<file path="src/design/chsq_pkg.sv">
// Shared types and constants for the chi-squared histogram distance core.
// No dependencies; every other design file refers to this package by scoped names.
package chsq_pkg;

    localparam int BIN_W             = 17;
    localparam int DIFF_W            = BIN_W + 1;
    localparam int DEN_W             = BIN_W + 1;
    localparam int SQ_W              = 2 * BIN_W + 1;
    localparam int OUT_W             = 32;
    localparam int SUM_WIDTH_DEFAULT = 32;

    // Bin value -1.0 in Q1.16, used as the missing-vector marker.
    localparam logic signed [BIN_W-1:0] SENTINEL_BIN = {1'b1, {(BIN_W-1){1'b0}}};

    // One pair in flight through the divider chain.
    typedef struct packed {
        logic             valid;
        logic             last;
        logic             sent;
        logic             neg;
        logic             zero;
        logic [DEN_W-1:0] den;
        logic [DEN_W-1:0] rem;
        logic [SQ_W-1:0]  work;
    } chsq_cell_t;

endpackage

</file>
<file path="src/design/chsq_front.sv">
// Input stages: difference and sum of the two bins, then the square and the divisor magnitude.
// Depends on chsq_pkg; feeds the first divider cell.
module chsq_front (
    input  logic                                  aclk,
    input  logic                                  aresetn,
    input  logic                                  en,
    input  logic                                  in_valid,
    input  logic signed [chsq_pkg::BIN_W-1:0]     first_bin,
    input  logic signed [chsq_pkg::BIN_W-1:0]     second_bin,
    input  logic                                  last_bin,
    output chsq_pkg::chsq_cell_t                  out
);

    logic                                 a_valid_reg;
    logic                                 a_last_reg;
    logic                                 a_sent_reg;
    logic signed [chsq_pkg::DIFF_W-1:0]   d_reg;
    logic signed [chsq_pkg::DIFF_W-1:0]   s_reg;
    chsq_pkg::chsq_cell_t                 b_reg;

    logic signed [chsq_pkg::DIFF_W-1:0]   a_ext;
    logic signed [chsq_pkg::DIFF_W-1:0]   b_ext;
    logic signed [2*chsq_pkg::DIFF_W-1:0] prod;
    logic        [chsq_pkg::DEN_W-1:0]    den_abs;

    assign a_ext   = chsq_pkg::DIFF_W'(first_bin);
    assign b_ext   = chsq_pkg::DIFF_W'(second_bin);
    assign prod    = d_reg * d_reg;
    // Magnitude of the sum; the most negative value still fits unsigned.
    assign den_abs = s_reg[chsq_pkg::DIFF_W-1] ? chsq_pkg::DEN_W'(-s_reg)
                                               : chsq_pkg::DEN_W'(s_reg);

    always_ff @(posedge aclk) begin
        if (!aresetn) begin
            a_valid_reg <= 1'b0;
            b_reg.valid <= 1'b0;
        end else if (en) begin
            a_valid_reg <= in_valid;
            b_reg.valid <= a_valid_reg;
        end
        if (en) begin
            a_last_reg <= last_bin;
            a_sent_reg <= (first_bin == chsq_pkg::SENTINEL_BIN) ||
                          (second_bin == chsq_pkg::SENTINEL_BIN);
            d_reg      <= a_ext - b_ext;
            s_reg      <= a_ext + b_ext;
            b_reg.last <= a_last_reg;
            b_reg.sent <= a_sent_reg;
            b_reg.neg  <= s_reg[chsq_pkg::DIFF_W-1];
            b_reg.zero <= (s_reg == '0);
            b_reg.den  <= den_abs;
            b_reg.rem  <= '0;
            b_reg.work <= prod[chsq_pkg::SQ_W-1:0];
        end
    end

    assign out = b_reg;

endmodule

</file>
<file path="config.mk">
export PLATFORM = sky130hd
export DESIGN_NAME = chsq_front
export DESIGN_NICKNAME = d
export VERILOG_FILES = /design/src/design/chsq_pkg.sv /design/src/design/chsq_front.sv
export SDC_FILE = /design/constraint.sdc
export NUM_CORES = 1
export LEC_CHECK = 0
export ABC_CLOCK_PERIOD_IN_PS = 7400
export BUFFER_PORTS_ARGS = -buffer_cell sky130_fd_sc_hd__buf_2
export CAP_MARGIN = 10
export CORE_MARGIN = 4
export CORE_UTILIZATION = 50
export CTS_CLUSTER_DIAMETER = 40
export DETAILED_ROUTE_END_ITERATION = 16
export GPL_ROUTABILITY_DRIVEN = 0
export PLACE_DENSITY = 0.68
export SLEW_MARGIN = 25
export SYNTH_ARGS = -nofsm -noshare
export SYNTH_HDL_FRONTEND = slang
export SYNTH_SLANG_ARGS = --single-unit
</file>
<file path="constraint.sdc">
create_clock -name aclk -period 7.4 [get_ports aclk]
set_input_delay 0.74 -clock aclk [delete_from_list [all_inputs] [get_ports aclk]]
set_output_delay 0.74 -clock aclk [all_outputs]
set_load 0.02 [all_outputs]
</file>
==> impl_metrics.env <==
export IMPL_clock_fmax_ghz=0.145
export IMPL_ys_flop_type="edfxtp_1"
export IMPL_hp_class="reg -> reg"
export IMPL_rsz0062_at_grt="false"
export IMPL_crit_path_start="d_reg[4]"
export IMPL_die_y_um=185
export IMPL_synth_top_area_share_pct=37.4
export IMPL_cts_sinks=94
export IMPL_final_common_cell="inv_1"
export IMPL_htree_num_levels=3
export IMPL_grt_pass1_wl_mm=55.7
export IMPL_netlist_area_mm2=0.0156
export IMPL_r2r_slack_ps=490
export IMPL_drt_iter0_markers=579
export IMPL_endpoint_kind="register"
export IMPL_drv_slew=0
export IMPL_slowest_stage="edfxtp_1"
export IMPL_num_rows=64
export IMPL_setup_worst_path_class="reg -> reg"
export IMPL_min_period_ps=6910
export IMPL_ios=115
export IMPL_setup_slack_ps=494
export IMPL_cts_max_path_buffers=2
export IMPL_yosysTopAreaCell="fa_1"
export IMPL_synth_area_leaders="fa_1, edfxtp_1, inv_1"
export IMPL_finalSetupTns_ps=0
export IMPL_skew_ps=19.2
export IMPL_synthDistinctLibCells=68
export IMPL_nets=2134
export IMPL_setup_viol=0
export IMPL_vias_per_cell=5.07
export IMPL_cp_slowest_stage_delay_ps=680
export IMPL_drt_total_wl_mm=32.7
export IMPL_path_common_cell="fa_1"
export IMPL_endpoint="out[33]"
export IMPL_gr_total_overflow=0
export IMPL_root_buffer="clkbuf_16"
export IMPL_ctsResizeCount=0
export IMPL_synth_edf_count=92
export IMPL_synthArstFlopShare_pct=0
export IMPL_insertion_delay_ps=370
export IMPL_cts_tree="done"
export IMPL_die_area_mm2=0.0341
export IMPL_synth_warnings=0
export IMPL_period_share_pct=93.3
export IMPL_detailed_place_hpwl_mm=27.6
export IMPL_worstRegToRegCells=22
export IMPL_hold_violations=0
export IMPL_tightest_slew_ps=821
export IMPL_drt_pass1_iter_count=5
export IMPL_cts_hold_buf=0
export IMPL_synth_cells=1581
export IMPL_cap_violations=0
export IMPL_layout_common_cells="inv_1, fa_1, ha_1"
export IMPL_drive_above_1_share_pct=8.86
export IMPL_avgSynthCellArea_um2=9.87
export IMPL_pre_cts_ws_ps=507
export IMPL_cts_buffers=9
export IMPL_fillCellCount=2724
export IMPL_ys_seq_elements=94
export IMPL_r2r_start="d_reg[4]"
export IMPL_r2r_end="out[33]"
export IMPL_antenna_found_initial=0
export IMPL_drc=0
export IMPL_postCtsSetupBuffers=0
export IMPL_start_util_pct=50.9
export IMPL_max_slew_margin_rel_pct=45.2
export IMPL_cp_arrival_ps=7030
export IMPL_num_vias=10500
export IMPL_grtUsageTotal_pct=20.5
export IMPL_grt_max_degree=66
export IMPL_outcome="completed"
export IMPL_crit_fanout=15
export IMPL_portBuffers=95
export IMPL_die_w_um=185
export IMPL_avgRoutedWirePerCell_um=15.8
export IMPL_start_kind="register"
export IMPL_crit_path_cell_trace="inv_1, nor2_1, ha_1, xor2_1, fa_1, fa_1, inv_1, fa_1, fa_1, inv_1, fa_1, inv_1, ha_1, a21oi_1, o21ai_0, nand4b_1, o221ai_2, a31oi_2, a2111oi_2, o2111ai_1, o311ai_1, xnor2_1"
export IMPL_grt_pass1_vias=11500
export IMPL_area_delta_synth_final_pct=7.53
export IMPL_core_mm2=0.0307
export IMPL_ant_nets=0
export IMPL_clk_pin_slew_worst_paths_ps=90
export IMPL_critical_path_required_ps=7530
export IMPL_largest_reg_flops=56
export IMPL_synth_seq_area_share_pct=18.0
export IMPL_n_antenna_cell=0
==> metal layers <==
metal	track usage, %	up-vias	part of all wire [%]
met5	0	-	0
met4	6.55	0	2.8
met3	2.31	58	4.3
met2	35.7	295	51
met1	27.0	5217	42
li1	-	4905	-
==> critical path, delay by kind of cell, from the launching register on <==
| family | cells | cell delay [ps] |
|---|---|---|
| adder cells (fa/ha/maj) | 7 | 3060 |
| AO/OA/AOI/OAI | 7 | 1610 |
| flip-flops | 1 | 680 |
| AND/OR/NAND/NOR | 2 | 470 |
| XOR/XNOR | 2 | 440 |
| buffers and inverters | 4 | 430 |
==> worst min path at each step <==
| stage | cells after the start | slack [ps] | startpoint | to |
|---|---|---|---|---|
| floorplan | 0 | 400 | a_sent_reg | out[73] |
| global placement | 0 | 410 | a_last_reg | out[74] |
| detailed placement | 0 | 410 | a_last_reg | out[74] |
| CTS | 0 | 430 | a_last_reg | out[74] |
| global route | 0 | 440 | a_last_reg | out[74] |
| finish | 0 | 430 | a_last_reg | out[74] |
==> synthesized netlist by cell type, types with 7 or more instances <==
cell type and instances:
xnor2_1 69, nor4_1 9, xor2_1 14, nor2_1 60
nor2b_1 11, inv_1 464, and2_1 32, buf_4 20
a211oi_1 7, nand2b_1 10, a31oi_1 8, nand2_1 129
or3_1 9, o21bai_1 9, ha_1 138, o21ai_0 29
fa_1 292, clkbuf_1 33, a21oi_1 43, edfxtp_1 92
nor3_1 11
==> stage by stage <==
stage / hold WS (ps) / utilization (%) / cells / instance area (um2)
3_5_place_dp: 406 / 53.7 / 2050 / 16500
5_1_grt: 440 / 54.7 / 2066 / 16800
6_report: 426 / 54.7 / 2066 / 16800
4_1_cts: 427 / 54.7 / 2066 / 16800
3_3_place_gp: 405 / 53.7 / 2050 / 16500
2_1_floorplan: 400 / - / 1599 / 15700
==> cell type report <==
class / instances / area (um2) / area share (%)
repair buffers: 110 / 591 / 3.52
clock buffers: 9 / 225 / 1.34
clock inverters: 7 / 73.8 / 0.440
well taps: 396 / 495 / 2.95
multi-input cells: 984 / 10800 / 64.6
flip-flops and latches: 94 / 2800 / 16.7
inverters: 466 / 1750 / 10.4
==> cells by family (layout without fill, tap and decap cells) <==
| kind of cell | Yosys count | after routing | share of synthesized area (%) |
|---|---|---|---|
| buffers and inverters | 521 | 592 | 13.0 |
| adders and majority gates | 430 | 430 | 48.5 |
| and+or+nand+nor | 299 | 299 | 8.99 |
| AOI/OAI and AO/OA | 149 | 149 | 6.59 |
| DFF | 94 | 94 | 18.0 |
| xor gates and xnor gates | 83 | 83 | 4.66 |
| muxes | 4 | 4 | 0.265 |
| other | 1 | 19 | 0.0240 |
Power is left out: the tool's default activity adds up to more than one toggle a clock period on the data nets, which glitch-free logic cannot reach.
