--- config.mk ---
export PLATFORM = sky130hd
export DESIGN_NAME = chsq_accum
export DESIGN_NICKNAME = d
export VERILOG_FILES = /design/src/design/chsq_pkg.sv /design/src/design/chsq_accum.sv
export SDC_FILE = /design/constraint.sdc
export NUM_CORES = 1
export LEC_CHECK = 0
export ABC_CLOCK_PERIOD_IN_PS = 13000
export BUFFER_PORTS_ARGS = -buffer_cell sky130_fd_sc_hd__buf_2
export CORE_MARGIN = 2
export CORE_UTILIZATION = 30
export CTS_CLUSTER_DIAMETER = 30
export CTS_CLUSTER_SIZE = 40
export DETAILED_ROUTE_END_ITERATION = 8
export GPL_ROUTABILITY_DRIVEN = 0
export GPL_TIMING_DRIVEN = 0
export HOLD_SLACK_MARGIN = 0.1
export PLACE_DENSITY = 0.55
export SLEW_MARGIN = 30
export SYNTH_ARGS = -nofsm -noshare
export SYNTH_HDL_FRONTEND = slang
export SYNTH_SLANG_ARGS = --single-unit
--- constraint.sdc ---
create_clock -name aclk -period 13 [get_ports aclk]
set_clock_uncertainty 0.2 [all_clocks]
set_input_delay 2.6 -clock aclk [delete_from_list [all_inputs] [get_ports aclk]]
set_output_delay 2.6 -clock aclk [all_outputs]
set_load 0.05 [all_outputs]
--- src/design/chsq_pkg.sv ---
// Shared types and constants for the chi-squared histogram distance core.
// No dependencies; every other design file refers to this package by scoped names.
package chsq_pkg;

    localparam int BIN_W             = 17;
    localparam int DIFF_W            = BIN_W + 1;
    localparam int DEN_W             = BIN_W + 1;
    localparam int SQ_W              = 2 * BIN_W + 1;
    localparam int OUT_W             = 32;
    localparam int SUM_WIDTH_DEFAULT = 32;

    // Bin value -1.0 in Q1.16, used as the missing-vector marker.
    localparam logic signed [BIN_W-1:0] SENTINEL_BIN = {1'b1, {(BIN_W-1){1'b0}}};

    // One pair in flight through the divider chain.
    typedef struct packed {
        logic             valid;
        logic             last;
        logic             sent;
        logic             neg;
        logic             zero;
        logic [DEN_W-1:0] den;
        logic [DEN_W-1:0] rem;
        logic [SQ_W-1:0]  work;
    } chsq_cell_t;

endpackage

--- src/design/chsq_accum.sv ---
// Accumulator cell: signed add of each quotient with clamping, vector tracking and result register.
// Depends on chsq_pkg; takes the finished quotient from the last divider cell.
module chsq_accum #(
    parameter int SUM_WIDTH = chsq_pkg::SUM_WIDTH_DEFAULT
) (
    input  logic                         aclk,
    input  logic                         aresetn,
    input  logic                         en,
    input  chsq_pkg::chsq_cell_t         in,
    input  logic                         m_ready,
    output logic                         m_valid,
    output logic [chsq_pkg::OUT_W-1:0]   m_distance,
    output logic                         m_features_missing,
    output logic                         m_saturated
);

    localparam int EW = ((SUM_WIDTH > chsq_pkg::SQ_W) ? SUM_WIDTH : chsq_pkg::SQ_W) + 1;

    logic [SUM_WIDTH-1:0]        sum_reg,  sum_next;
    logic                        at_first_reg, at_first_next;
    logic                        missing_reg,  missing_next;
    logic                        overflow_reg, overflow_next;
    logic                        m_valid_reg,  m_valid_next;
    logic [chsq_pkg::OUT_W-1:0]  m_distance_reg, m_distance_next;
    logic                        m_missing_reg,  m_missing_next;
    logic                        m_sat_reg,      m_sat_next;

    logic [EW-1:0]        sum_ext, q_ext, sum_max_ext, out_max_ext, add_v, sub_v, upd_ext;
    logic [SUM_WIDTH-1:0] sum_upd;
    logic                 ovf_upd;
    logic                 miss;
    logic                 fire;
    logic                 res_fire;

    assign fire        = en && in.valid;
    assign res_fire    = fire && in.last;
    assign sum_ext     = EW'(sum_reg);
    assign q_ext       = EW'(in.work);
    assign sum_max_ext = EW'({SUM_WIDTH{1'b1}});
    assign out_max_ext = EW'({chsq_pkg::OUT_W{1'b1}});
    assign add_v       = sum_ext + q_ext;
    assign sub_v       = sum_ext - q_ext;
    assign miss        = missing_reg || (at_first_reg && in.sent);

    always_comb begin
        sum_upd = sum_reg;
        ovf_upd = overflow_reg;
        if (!miss && !in.zero) begin
            if (!in.neg) begin
                if (add_v > sum_max_ext) begin
                    sum_upd = {SUM_WIDTH{1'b1}};
                    ovf_upd = 1'b1;
                end else begin
                    sum_upd = add_v[SUM_WIDTH-1:0];
                end
            end else begin
                // Negative terms clamp at zero and never set the overflow flag.
                if (q_ext > sum_ext) begin
                    sum_upd = '0;
                end else begin
                    sum_upd = sub_v[SUM_WIDTH-1:0];
                end
            end
        end
    end

    assign upd_ext = EW'(sum_upd);

    always_comb begin
        sum_next        = sum_reg;
        at_first_next   = at_first_reg;
        missing_next    = missing_reg;
        overflow_next   = overflow_reg;
        m_valid_next    = m_valid_reg && !m_ready;
        m_distance_next = m_distance_reg;
        m_missing_next  = m_missing_reg;
        m_sat_next      = m_sat_reg;
        if (fire) begin
            if (in.last) begin
                sum_next      = '0;
                at_first_next = 1'b1;
                missing_next  = 1'b0;
                overflow_next = 1'b0;
                m_valid_next  = 1'b1;
                if (miss) begin
                    m_distance_next = {chsq_pkg::OUT_W{1'b1}};
                    m_missing_next  = 1'b1;
                    m_sat_next      = 1'b0;
                end else if (upd_ext > out_max_ext) begin
                    m_distance_next = {chsq_pkg::OUT_W{1'b1}};
                    m_missing_next  = 1'b0;
                    m_sat_next      = 1'b1;
                end else begin
                    m_distance_next = upd_ext[chsq_pkg::OUT_W-1:0];
                    m_missing_next  = 1'b0;
                    m_sat_next      = ovf_upd;
                end
            end else begin
                sum_next      = sum_upd;
                at_first_next = 1'b0;
                missing_next  = miss;
                overflow_next = ovf_upd;
            end
        end
    end

    always_ff @(posedge aclk) begin
        if (!aresetn) begin
            sum_reg      <= '0;
            at_first_reg <= 1'b1;
            missing_reg  <= 1'b0;
            overflow_reg <= 1'b0;
            m_valid_reg  <= 1'b0;
        end else begin
            sum_reg      <= sum_next;
            at_first_reg <= at_first_next;
            missing_reg  <= missing_next;
            overflow_reg <= overflow_next;
            m_valid_reg  <= m_valid_next;
        end
        m_distance_reg <= m_distance_next;
        m_missing_reg  <= m_missing_next;
        m_sat_reg      <= m_sat_next;
    end

    assign m_valid            = m_valid_reg;
    assign m_distance         = m_distance_reg;
    assign m_features_missing = m_missing_reg;
    assign m_saturated        = m_sat_reg;

    a_reset_first: assert property (@(posedge aclk) !aresetn |=> at_first_reg && sum_reg == '0)
        else $error("accumulator did not return to the start of a vector after reset");

    a_result_clears: assert property (@(posedge aclk) disable iff (!aresetn)
        res_fire |=> at_first_reg && !missing_reg && !overflow_reg && sum_reg == '0)
        else $error("vector state not cleared after a result");

    a_missing_shape: assert property (@(posedge aclk) disable iff (!aresetn)
        m_valid_reg && m_missing_reg |-> !m_sat_reg && (&m_distance_reg))
        else $error("missing result must be all ones and not saturated");

    a_missing_after_first: assert property (@(posedge aclk) disable iff (!aresetn)
        missing_reg |-> !at_first_reg)
        else $error("missing flag set while still at the first pair");

endmodule

==> results.json <==
{
  "grt_pass1_vias": 7380,
  "hp-class": "reg -> reg",
  "min_to": "m_valid$_SDFF_PN0_",
  "synth_edf_count": 34,
  "syn_inst": 984,
  "port_buffers": 76,
  "slew-limit-headroom_pct": 29.6,
  "power.total_w": 0.000673,
  "root_buffer": "clkbuf_16",
  "die-width_um": 163,
  "postCtsHoldBufs": 0,
  "clk_pin_slew_worst_paths_ns": 0.06,
  "syn2layout_area_growth_pct": 14.3,
  "period_minus_slack_ns": 7.24,
  "hold_violations": 0,
  "drtIter0Drc": 740,
  "grt_use_total_pct": 20.7,
  "r2r_end": "m_distance[19]$_SDFFCE_PP1P_",
  "h-tree-depth": 3,
  "critPathMaxFanout": 10,
  "fmax_mhz": 138,
  "ys_types": 81,
  "syn-num-nets": 1161,
  "layout_commonest_cell": "a21oi_1",
  "post_drt_via_cell_ratio": 5.61,
  "ff2ff_path_depth": 13,
  "wl_mm": 27.8,
  "critPathCaptureType": "register",
  "setup_viol": 0,
  "vias": 7891,
  "grt_pass1_wl_mm": 42.2,
  "cp.arrival_ns": 7.07,
  "powerDensity_mw_per_mm2": 77.7,
  "setup_tns_ns": 0,
  "route.detailed.drc": 0,
  "hold_path_depth": 2,
  "num_rows": 58,
  "antenna_found_initial": 0,
  "numCtsBuffers": 9,
  "final_cell_mix": "110 x a21oi_1, 97 x inv_1, 95 x ha_1",
  "maxCapViolCount": 0,
  "r2r_slack_ns": 7.69,
  "yosysWarnings": 0,
  "rsz0062_at_grt": "false",
  "min_from": "m_valid$_SDFF_PN0_",
  "cp.required_ns": 12.83,
  "drtPass1Iterations": 6,
  "crit_buf_inv": 4,
  "clock_sinks": 70,
  "tightest_slew_ns": 1.04,
  "n_antenna_cell": 0,
  "dpl.hpwl_mm": 21.9,
  "die-area_mm2": 0.0266,
  "post-cts-setup-buffers": 0,
  "peakVddDrop_v": 0.0000589,
  "yosysSeqAreaShare_pct": 23.0,
  "status": "completed",
  "path_cells": "buf_2 -> inv_1 -> ha_1 -> clkbuf_1 -> nor4_1 -> nand2_1 -> a211oi_1 -> o21ai_1 -> mux2i_1 -> or3_1 -> a211oi_2 -> buf_4 -> nor2_1 -> nor2_4 -> o211ai_1",
  "total_leakage_power_nw": 3.68,
  "worst_path_largest_cell_delay_ns": 0.67,
  "r2r_start": "sum_reg[14]$_SDFFE_PN0P_",
  "clock_latency_ns": 0.35,
  "synth_flop_cell": "dfxtp_1",
  "cts_tree": "built",
  "nets": 1248,
  "grt_overflow_total": 0,
  "ioPinCount": 115,
  "postSynthAreaPerCell_um2": 7.71,
  "cts_resized": 0,
  "cp_slowest_cell": "a211oi_1",
  "coreArea_mm2": 0.0250,
  "cp-start-kind": "input pin",
  "ctsLongestPathBuffers": 2,
  "layout-drive-gt1-share_pct": 12.1,
  "async_reset_ff_share_pct": 0,
  "ys_seq_elements": 70,
  "finalMaxSlewViolations": 0,
  "ant_nets": 0,
  "worstSetupPathType": "in -> reg",
  "fin_crit_sh_pct": 55.7,
  "cpLargestDelayFamily": "simple AND/OR/NAND/NOR gates",
  "detail_route.wl_per_cell_um": 19.7,
  "die_y_um": 163,
  "initial_core_util_pct": 30.4,
  "grt_max_degree": 35,
  "syn-cell-area_mm2": 0.00758
}
-- report_power, final --
group / internal [W] / leakage, nW / switching [W]
clock network: 0.000133 / 0.139 / 0.000115
registers: 0.000240 / 0.601 / 0.00000455
logic: 0.0000547 / 2.94 / 0.000125
total: 0.000428 / 3.68 / 0.000245
-- worst max path at each step --
stage | end | slack (ns) | from | cells after the start
3_5_place_dp | m_distance[19]$_SDFFCE_PP1P_ | 5.49 | in[14] | 15
4_1_cts | m_distance[19]$_SDFFCE_PP1P_ | 5.83 | in[14] | 15
2_1_floorplan | m_distance[11]$_SDFFCE_PP1P_ | 7.07 | in[0] | 15
5_1_grt | m_distance[17]$_SDFFCE_PP1P_ | 5.67 | in[14] | 15
3_3_place_gp | m_distance[19]$_SDFFCE_PP1P_ | 5.47 | in[14] | 15
6_report | m_distance[19]$_SDFFCE_PP1P_ | 5.76 | in[14] | 15
-- stage by stage --
step                      util [%]  std cells  hold WS [ns]  area [um^2]  setup slack [ns]
final                         34.7       1406         0.280         8660              5.76
after global routing          34.7       1406         0.309         8660              5.67
after CTS                     34.7       1406         0.277         8660              5.83
after detailed placement      33.6       1390         0.261         8380              5.49
after global placement        33.6       1390         0.257         8380              5.47
after floorplan                  -        984         0.237         7580              7.07
-- cell type report --
cell class	count	area, um^2
flip-flops and latches	70	1740
clock inverters	7	62.6
multi-input cells	759	5240
well taps	330	413
inverters	103	387
repair buffers	76	380
plain buffers	52	216
fillers	2698	16300
clock buffers	9	225
-- kinds of logic (layout without fill, tap and decap cells) --
family / count (synthesis) / in the layout / synth area share, %
AOI/OAI and AO/OA: 346 / 346 / 30.3
and+or+nand+nor: 275 / 275 / 17.8
buffers and inverters: 155 / 247 / 7.95
adders and majority gates: 97 / 97 / 16.2
DFF: 70 / 70 / 23.0
xor gates and xnor gates: 37 / 37 / 4.27
muxes: 4 / 4 / 0.545
-- worst reg2reg max path, delay by kind of cell (launching register included) --
kind            cells  cell delay (ns)
flops               1             0.47
compound gates      4             1.63
buf+inv             2             0.56
mux                 1             0.16
fa+ha+maj           1             0.30
simple gates        5             1.68
-- per-layer routing --
layer  vias up  track usage (%)  part of all wire (%)
li1       3726                -                     -
met4         0             7.16                   2.5
met3        45             2.34                   6.6
met5         -                0                     0
met2       351             33.9                    46
met1      3769             28.1                    45
-- synthesized netlist by cell type (all sizes together) (16+ instances only) --
| cell | n | share of area, % |
|---|---|---|
| a211oi | 18 | 1.8 |
| a21o | 23 | 2.3 |
| a21oi | 110 | 7.3 |
| buf | 17 | 1.1 |
| clkbuf | 35 | 1.7 |
| dfxtp | 36 | 9.5 |
| edfxtp | 34 | 13 |
| ha | 95 | 16 |
| inv | 103 | 5.1 |
| nand2 | 74 | 3.7 |
| nand3 | 20 | 1.3 |
| nor2 | 70 | 3.6 |
| nor3 | 18 | 1.2 |
| o21ai | 55 | 3.6 |
| o31ai | 16 | 1.6 |
| xnor2 | 36 | 4.2 |
Note: power is estimated with default switching activity, not from simulation.
