===== src/design/chsq_pkg.sv =====
// Shared types and constants for the chi-squared histogram distance core.
// No dependencies; every other design file refers to this package by scoped names.
package chsq_pkg;

    localparam int BIN_W             = 17;
    localparam int DIFF_W            = BIN_W + 1;
    localparam int DEN_W             = BIN_W + 1;
    localparam int SQ_W              = 2 * BIN_W + 1;
    localparam int OUT_W             = 32;
    localparam int SUM_WIDTH_DEFAULT = 32;

    // Bin value -1.0 in Q1.16, used as the missing-vector marker.
    localparam logic signed [BIN_W-1:0] SENTINEL_BIN = {1'b1, {(BIN_W-1){1'b0}}};

    // One pair in flight through the divider chain.
    typedef struct packed {
        logic             valid;
        logic             last;
        logic             sent;
        logic             neg;
        logic             zero;
        logic [DEN_W-1:0] den;
        logic [DEN_W-1:0] rem;
        logic [SQ_W-1:0]  work;
    } chsq_cell_t;

endpackage


===== src/design/chsq_div_cell.sv =====
// One restoring-division cell: brings down the next dividend bit and produces one quotient bit.
// Depends on chsq_pkg; cells are chained so each hands its pair to the next every cycle while en is high.
module chsq_div_cell (
    input  logic                 aclk,
    input  logic                 aresetn,
    input  logic                 en,
    input  chsq_pkg::chsq_cell_t in,
    output chsq_pkg::chsq_cell_t out
);

    chsq_pkg::chsq_cell_t         cell_reg;
    logic [chsq_pkg::DEN_W:0]     trial;
    logic                         fits;
    logic [chsq_pkg::DEN_W:0]     diff;

    // The dividend is shifted out of the top of work while quotient bits enter at the bottom.
    assign trial = {in.rem, in.work[chsq_pkg::SQ_W-1]};
    assign fits  = trial >= {1'b0, in.den};
    assign diff  = trial - {1'b0, in.den};

    always_ff @(posedge aclk) begin
        if (!aresetn) begin
            cell_reg.valid <= 1'b0;
        end else if (en) begin
            cell_reg.valid <= in.valid;
        end
        if (en) begin
            cell_reg.last <= in.last;
            cell_reg.sent <= in.sent;
            cell_reg.neg  <= in.neg;
            cell_reg.zero <= in.zero;
            cell_reg.den  <= in.den;
            cell_reg.rem  <= fits ? diff[chsq_pkg::DEN_W-1:0] : trial[chsq_pkg::DEN_W-1:0];
            cell_reg.work <= {in.work[chsq_pkg::SQ_W-2:0], fits};
        end
    end

    assign out = cell_reg;

endmodule


===== config.mk =====
export PLATFORM = sky130hd
export DESIGN_NAME = chsq_div_cell
export DESIGN_NICKNAME = d
export VERILOG_FILES = /design/src/design/chsq_pkg.sv /design/src/design/chsq_div_cell.sv
export SDC_FILE = /design/constraint.sdc
export NUM_CORES = 1
export LEC_CHECK = 0
export BUFFER_PORTS_ARGS = -buffer_cell sky130_fd_sc_hd__buf_2
export CAP_MARGIN = 20
export CORE_MARGIN = 2
export CORE_UTILIZATION = 35
export CTS_BUF_LIST = sky130_fd_sc_hd__clkbuf_4
export DETAILED_ROUTE_END_ITERATION = 10
export GPL_ROUTABILITY_DRIVEN = 0
export PLACE_DENSITY_LB_ADDON = 0.2
export SYNTH_ARGS = -nofsm -noshare
export SYNTH_HDL_FRONTEND = slang
export SYNTH_SLANG_ARGS = --single-unit

===== constraint.sdc =====
create_clock -name aclk -period 3.6 [get_ports aclk]
set_input_delay 0.72 -clock aclk [delete_from_list [all_inputs] [get_ports aclk]]
set_output_delay 0.72 -clock aclk [all_outputs]
set_load 0.005 [all_outputs]

==> flow_metrics.py, run 1 <==
metrics = {
    "run_status": {
        "outcome": "finished clean",
    },
    "critical_path": {
        "worstReg2RegEnd": "out[75]",
        "crit_slowest_cell": "fa_1",
        "path_cells": "buf_2, inv_1, ha_1, inv_1, fa_1, a21o_1, a221o_1, a21oi_1, o21ai_0, xor2_1, mux2_4",
        "cp-end-kind": "flop",
        "setup.worst_path.end": "out[45]",
        "path_max_fanout": 3,
        "reg2regPathDepth": 2,
        "max_stage_delay_ps": 390,
        "critPathRequiredTime_ps": 3790,
        "worstSetupPathType": "in -> reg",
        "critPathMostFrequentCell": "inv_1",
        "startpoint_type": "input pin",
        "crit_start": "in[34]",
        "critPathArrivalTime_ps": 2890,
        "r2r_slack_ps": 3000,
        "reg2reg_from": "out[75]",
    },
    "pwr": {
        "powerDensity_nw_per_um2": 424,
        "peakVddDrop_v": 0.000163,
        "total_power_w": 0.00201,
        "leakage_nw": 2.10,
    },
    "sta": {
        "clock_skew_ps": 0,
        "hold_ws_ps": 447,
        "finalSetupViolations": 0,
        "worst_slew_pin_slew_ps": 966,
        "period_share_pct": 75.0,
        "period_needed_ps": 2700,
        "fmax_mhz": 370,
        "max_slew_margin_pct": 35.6,
        "hold_viol": 0,
        "tns_ps": 0,
        "finalMaxSlewViolations": 0,
        "rsz0062_at_grt": "no",
    },
    "place": {
        "portBuffers": 154,
        "place_area_sq_um": 4600,
        "place_hpwl_um": 6380,
        "numPlacedInstances": 547,
    },
    "clock_network": {
        "ctsHoldBuffers": 0,
        "cts_tree": "built",
        "cts_buffer_depth": 2,
        "cts_max_level": 3,
        "post_cts_buffers": 0,
        "root_buffer": "clkbuf_4",
        "clock-sinks": 76,
        "numCtsBuffers": 9,
        "cts-resized-gates": 0,
        "clock_latency_ps": 420,
        "clk_pin_slew_ps": 140,
    },
    "cells_and_area": {
        "most-common-layout-cells": "153 x buf_2, 75 x edfxtp_1, 23 x inv_1",
        "design_area_sq_um": 4730,
        "area_growth_pct": 27.4,
        "nFillCells": 990,
        "largest_reg_flops": 76,
        "layout.cells.non_filler": 563,
        "drive_above_1_share_pct": 45.0,
        "n_antenna_cell": 0,
        "fin_nets": 520,
        "final_common_cell": "buf_2",
    },
    "die": {
        "num_rows": 37,
        "die-area_sq_um": 11400,
        "coreArea_sq_um": 10300,
        "die-height_um": 107,
        "die_width_um": 107,
        "io_pins": 155,
        "start_util_pct": 35.9,
    },
    "worst_hold_path": {
        "min_path_type": "in -> reg",
        "worstHoldStart": "in[20]",
    },
    "synth": {
        "synth_xor_area_share_pct": 2.60,
        "synthSimpleGateAreaFrac_pct": 7.42,
        "synth.area.mux_share_pct": 6.51,
        "synth_top_family_by_area": "compound AO/OA/AOI/OAI gates",
        "async_flop_share_pct": 0,
        "syn_nets": 362,
        "synth_fa_ha_area_share_pct": 6.61,
        "ys_ff_latch": 76,
        "ys_warn_count": 0,
        "synth_cells": 264,
        "syn-cell-area_sq_um": 3710,
        "synth_ff_type": "edfxtp_1",
        "synth_edf_count": 75,
        "synth_cell_types": 52,
        "syn_avg_cell_area_sq_um": 14.1,
        "synth_compound_area_share_pct": 11.8,
        "yosysSeqAreaShare_pct": 61.2,
    },
    "global_route": {
        "grt_pass1_wl_um": 12900,
        "grt_usage_pct": 14.9,
        "grt_max_degree": 77,
        "grt_pass1_vias": 2522,
        "grt_remaining_overflow": 0,
        "antenna_found_initial": 1,
    },
    "run": {
        "maxCapViolCount": 0,
    },
    "detailed_routing": {
        "viasPerCell": 4.72,
        "dr.pass1.iters": 4,
        "routedWlPerCell_um": 15.1,
        "drc": 0,
        "num_vias": 2658,
        "drt-total-wl_um": 8480,
        "drt_first_iter_violations": 104,
        "antenna_left": 0,
    },
}
[how the worst min path moves through the flow]
| stage | end | slack, ps | depth (start not counted) |
|---|---|---|---|
| 3_3_place_gp | out[75] | 490 | 2 |
| 2_1_floorplan | out[75] | 510 | 2 |
| 5_1_grt | out[15] | 400 | 1 |
| 4_1_cts | out[73] | 420 | 1 |
| 3_5_place_dp | out[75] | 520 | 2 |
| 6_report | out[21] | 450 | 1 |
[where the power goes]
group / internal [W] / switching [W] / total [W]
sequential: 0.00107 / 0.0000195 / 0.00109
combinational: 0.000209 / 0.000212 / 0.000421
clock: 0.000155 / 0.000335 / 0.000490
[synthesized netlist by cell type (2+ instances only)]
master     n  area share [%]
nor2b_1    4            0.67
o21ai_0    8             1.1
o31ai_1    2            0.40
ha_1      18             6.1
nand3_1    5            0.67
mux2_4     6             2.4
o211ai_1   4            0.81
a21oi_1   12             1.6
a211oi_1   4            0.81
nand2b_1   2            0.34
and2_1     2            0.34
and3_1     2            0.34
xnor2_1    6             1.4
edfxtp_1  75              61
buf_2      6            0.81
o311ai_0   2            0.47
xor2_1     5             1.2
o21a_1     2            0.40
nor3_1     2            0.27
inv_1     23             2.3
mux2_1     2            0.61
nand2_1   11             1.1
mux2i_1    5             1.3
mux2_2     7             2.1
nor2_1    12             1.2
and2_0     2            0.34
a21o_1    10             2.0
[kinds of logic (layout without fill, tap and decap cells)]
group,count (synthesis),in the layout
AND/OR/NAND/NOR,50,50
XOR/XNOR,11,11
multiplexers,20,20
adder cells (fa/ha/maj),19,19
AO/OA/AOI/OAI,57,57
flip-flops,76,76
buffers and inverters,31,194
[metal layers]
layer / GRT usage, % / part of all wire (%) / up-vias
met5: 0 / 0.12 / -
met4: 5.29 / 1.1 / 2
met3: 4.68 / 8.2 / 10
met2: 24.1 / 46 / 112
met1: 19.0 / 44 / 1219
li1: - / - / 1315
[worst max-delay path, delay by kind of cell]
family	cells	cell delay (ps)
adders and majority gates	2	560
xor gates and xnor gates	1	160
AOI/OAI and AO/OA	4	980
buffers and inverters	3	220
muxes	1	260
[stage by stage]
| stage | utilization (%) | setup slack, ps |
|---|---|---|
| floorplan | - | 717 |
| global placement | 44.6 | 470 |
| detailed placement | 44.6 | 431 |
| CTS | 45.8 | 922 |
| global route | 45.8 | 786 |
| finish | 45.8 | 901 |
[final cells by class]
cell class	count	area, sq um	area share, %
sequential	76	2270	48.1
multi-input combinational	157	1290	27.4
timing repair buffer	154	773	16.4
tap	136	170	3.60
inverter	24	92.6	1.96
clock buffer	10	75.1	1.59
clock inverter	6	48.8	1.03
Power figures use the tool's default switching activity.
==> inputs of run 2 (changes only) <==
==> constraint.sdc (replaced) <==
create_clock -name aclk -period 2.6 [get_ports aclk]
set_input_delay 0.52 -clock aclk [delete_from_list [all_inputs] [get_ports aclk]]
set_output_delay 0.52 -clock aclk [all_outputs]
set_load 0.005 [all_outputs]
==> run 2 against run 1 <==
Via count up 6.6%. Hold slack worse by 200 ps. Global-route usage up 0.78 points. Largest power group unchanged. Largest cell class unchanged. Register-to-register slack worse by 990 ps. Critical path depth unchanged. Sequential share of layout area down 3.6 points. Core utilization up 3.7 points. Non-clock buffer count up 45. Highest routed layer is now met4. Critical path type unchanged.
==> flow_metrics.py, run 2 (synthesized netlist as in run 1, its figures left out) <==
metrics = {
    "critical_path": {
        "path_max_fanout": 3,
        "crit_slowest_cell": "fa_1",
        "reg2reg_from": "out[75]",
        "startpoint_type": "input pin",
        "path_cells": "buf_2, inv_1, ha_1, inv_1, fa_1, a21o_1, a221o_1, a21o_1, a31oi_1, xnor2_1, mux2_4",
        "max_stage_delay_ps": 390,
        "cp-end-kind": "flop",
        "critPathArrivalTime_ps": 2590,
        "critPathRequiredTime_ps": 2820,
        "worstSetupPathType": "in -> reg",
        "crit_start": "in[34]",
    },
    "place": {
        "numPlacedInstances": 592,
        "dp_slack_ps": -274,
        "portBuffers": 154,
        "place_hpwl_um": 6850,
        "place_area_sq_um": 4970,
    },
    "die": {
        "die-area_sq_um": 11400,
        "start_util_pct": 35.9,
        "coreArea_sq_um": 10300,
        "die_width_um": 107,
        "num_rows": 37,
        "die-height_um": 107,
        "io_pins": 155,
    },
    "cells_and_area": {
        "largest_reg_flops": 76,
        "layout.cells.non_filler": 608,
        "design_area_sq_um": 5110,
        "n_antenna_cell": 0,
        "register_area_sq_um": 2270,
        "area_growth_pct": 37.8,
        "drive_above_1_share_pct": 50.4,
        "most-common-layout-cells": "153 x buf_2, 75 x edfxtp_1, 44 x buf_4",
        "multi_input_area_sq_um": 1300,
        "final_common_cell": "buf_2",
        "fin_nets": 565,
        "nFillCells": 951,
    },
    "global_route": {
        "met3_usage_pct": 4.07,
        "grt_pass1_vias": 2813,
        "grt_busiest_layer": "met2",
        "grt_remaining_overflow": 0,
        "gr-usage-met2_pct": 24.4,
        "use_met1_pct": 20.1,
        "grt_max_degree": 38,
        "grt_usage_pct": 15.7,
        "antenna_found_initial": 0,
        "grt_pass1_wl_um": 13600,
    },
    "run": {
        "maxCapViolCount": 0,
    },
    "clock_network": {
        "post_cts_buffers": 0,
        "clk_pin_slew_ps": 140,
        "clock_latency_ps": 430,
        "cts_max_level": 3,
        "root_buffer": "clkbuf_4",
        "clock-sinks": 76,
        "ctsHoldBuffers": 0,
        "cts_tree": "built",
        "cts_buffer_depth": 2,
        "numCtsBuffers": 9,
        "cts-resized-gates": 0,
    },
    "sta": {
        "hold_viol": 0,
        "tns_ps": 0,
        "period_share_pct": 91.2,
        "clock_skew_ps": 0,
        "fmax_mhz": 422,
        "finalSetupViolations": 0,
        "finalMaxSlewViolations": 0,
        "rsz0062_at_grt": "no",
        "final.setup.worst_slack_ps": 229,
        "max_slew_margin_pct": 65.0,
        "worst_slew_pin_slew_ps": 525,
        "period_needed_ps": 2370,
    },
    "detailed_routing": {
        "viasPerCell": 4.66,
        "drc": 0,
        "drt-total-wl_um": 8810,
        "drt_first_iter_violations": 121,
        "num_vias": 2834,
        "antenna_left": 0,
        "routedWlPerCell_um": 14.5,
        "dr.pass1.iters": 4,
    },
    "pwr": {
        "leakage_nw": 2.33,
        "peakVddDrop_v": 0.000237,
        "powerDensity_nw_per_um2": 574,
        "total_power_w": 0.00294,
    },
    "worst_hold_path": {
        "min_path_type": "in -> reg",
        "worstHoldStart": "in[23]",
    },
    "run_status": {
        "outcome": "finished clean",
    },
}
## run 2: cell count changes in the layout (fill, tap and decap cells not counted), sizes merged
cell    change
buf        +45
bufinv      +1
inv         -2
clkinv      +1
## run 2: worst paths after layout
check | end | cells past startpoint | slack, ps
worst max-delay path | out[49] | 11 | 230
worst min-delay path | out[24] | 1 | 250
worst max register to register | out[75] | 2 | 2010
worst min register to register | out[75] | 2 | 530
## run 2: cell type report
type / count / share of cell area (%)
sequential: 76 / 44.5
clock inverter: 6 / 1.30
clock buffer: 10 / 1.47
timing repair buffer: 199 / 22.2
inverter: 24 / 1.81
multi-input combinational: 157 / 25.4
tap: 136 / 3.33
## run 2: worst max-delay path: cells and delay by family
| kind | cells | cell delay (ps) |
|---|---|---|
| buf+inv | 3 | 210 |
| xor+xnor | 1 | 90 |
| mux | 1 | 250 |
| compound gates | 4 | 960 |
| fa+ha+maj | 2 | 550 |
## run 2: metal layers
layer,vias up,share of wire (%)
met4,0,2.7
met1,1275,44
met3,20,9.2
li1,1406,-
met2,133,44
met5,-,0
## run 2: power by group
part           switching, W  leakage, nW  internal (W)
Sequential        0.0000283        0.742       0.00149
Combinational      0.000314         1.52      0.000360
Clock              0.000443       0.0686      0.000303
## run 2: through the flow
| stage | hold slack (ps) | util, % |
|---|---|---|
| floorplan | 507 | - |
| global route | 199 | 49.5 |
| detailed placement | 501 | 48.1 |
| finish | 250 | 49.5 |
| global placement | 491 | 48.1 |
| CTS | 208 | 49.5 |
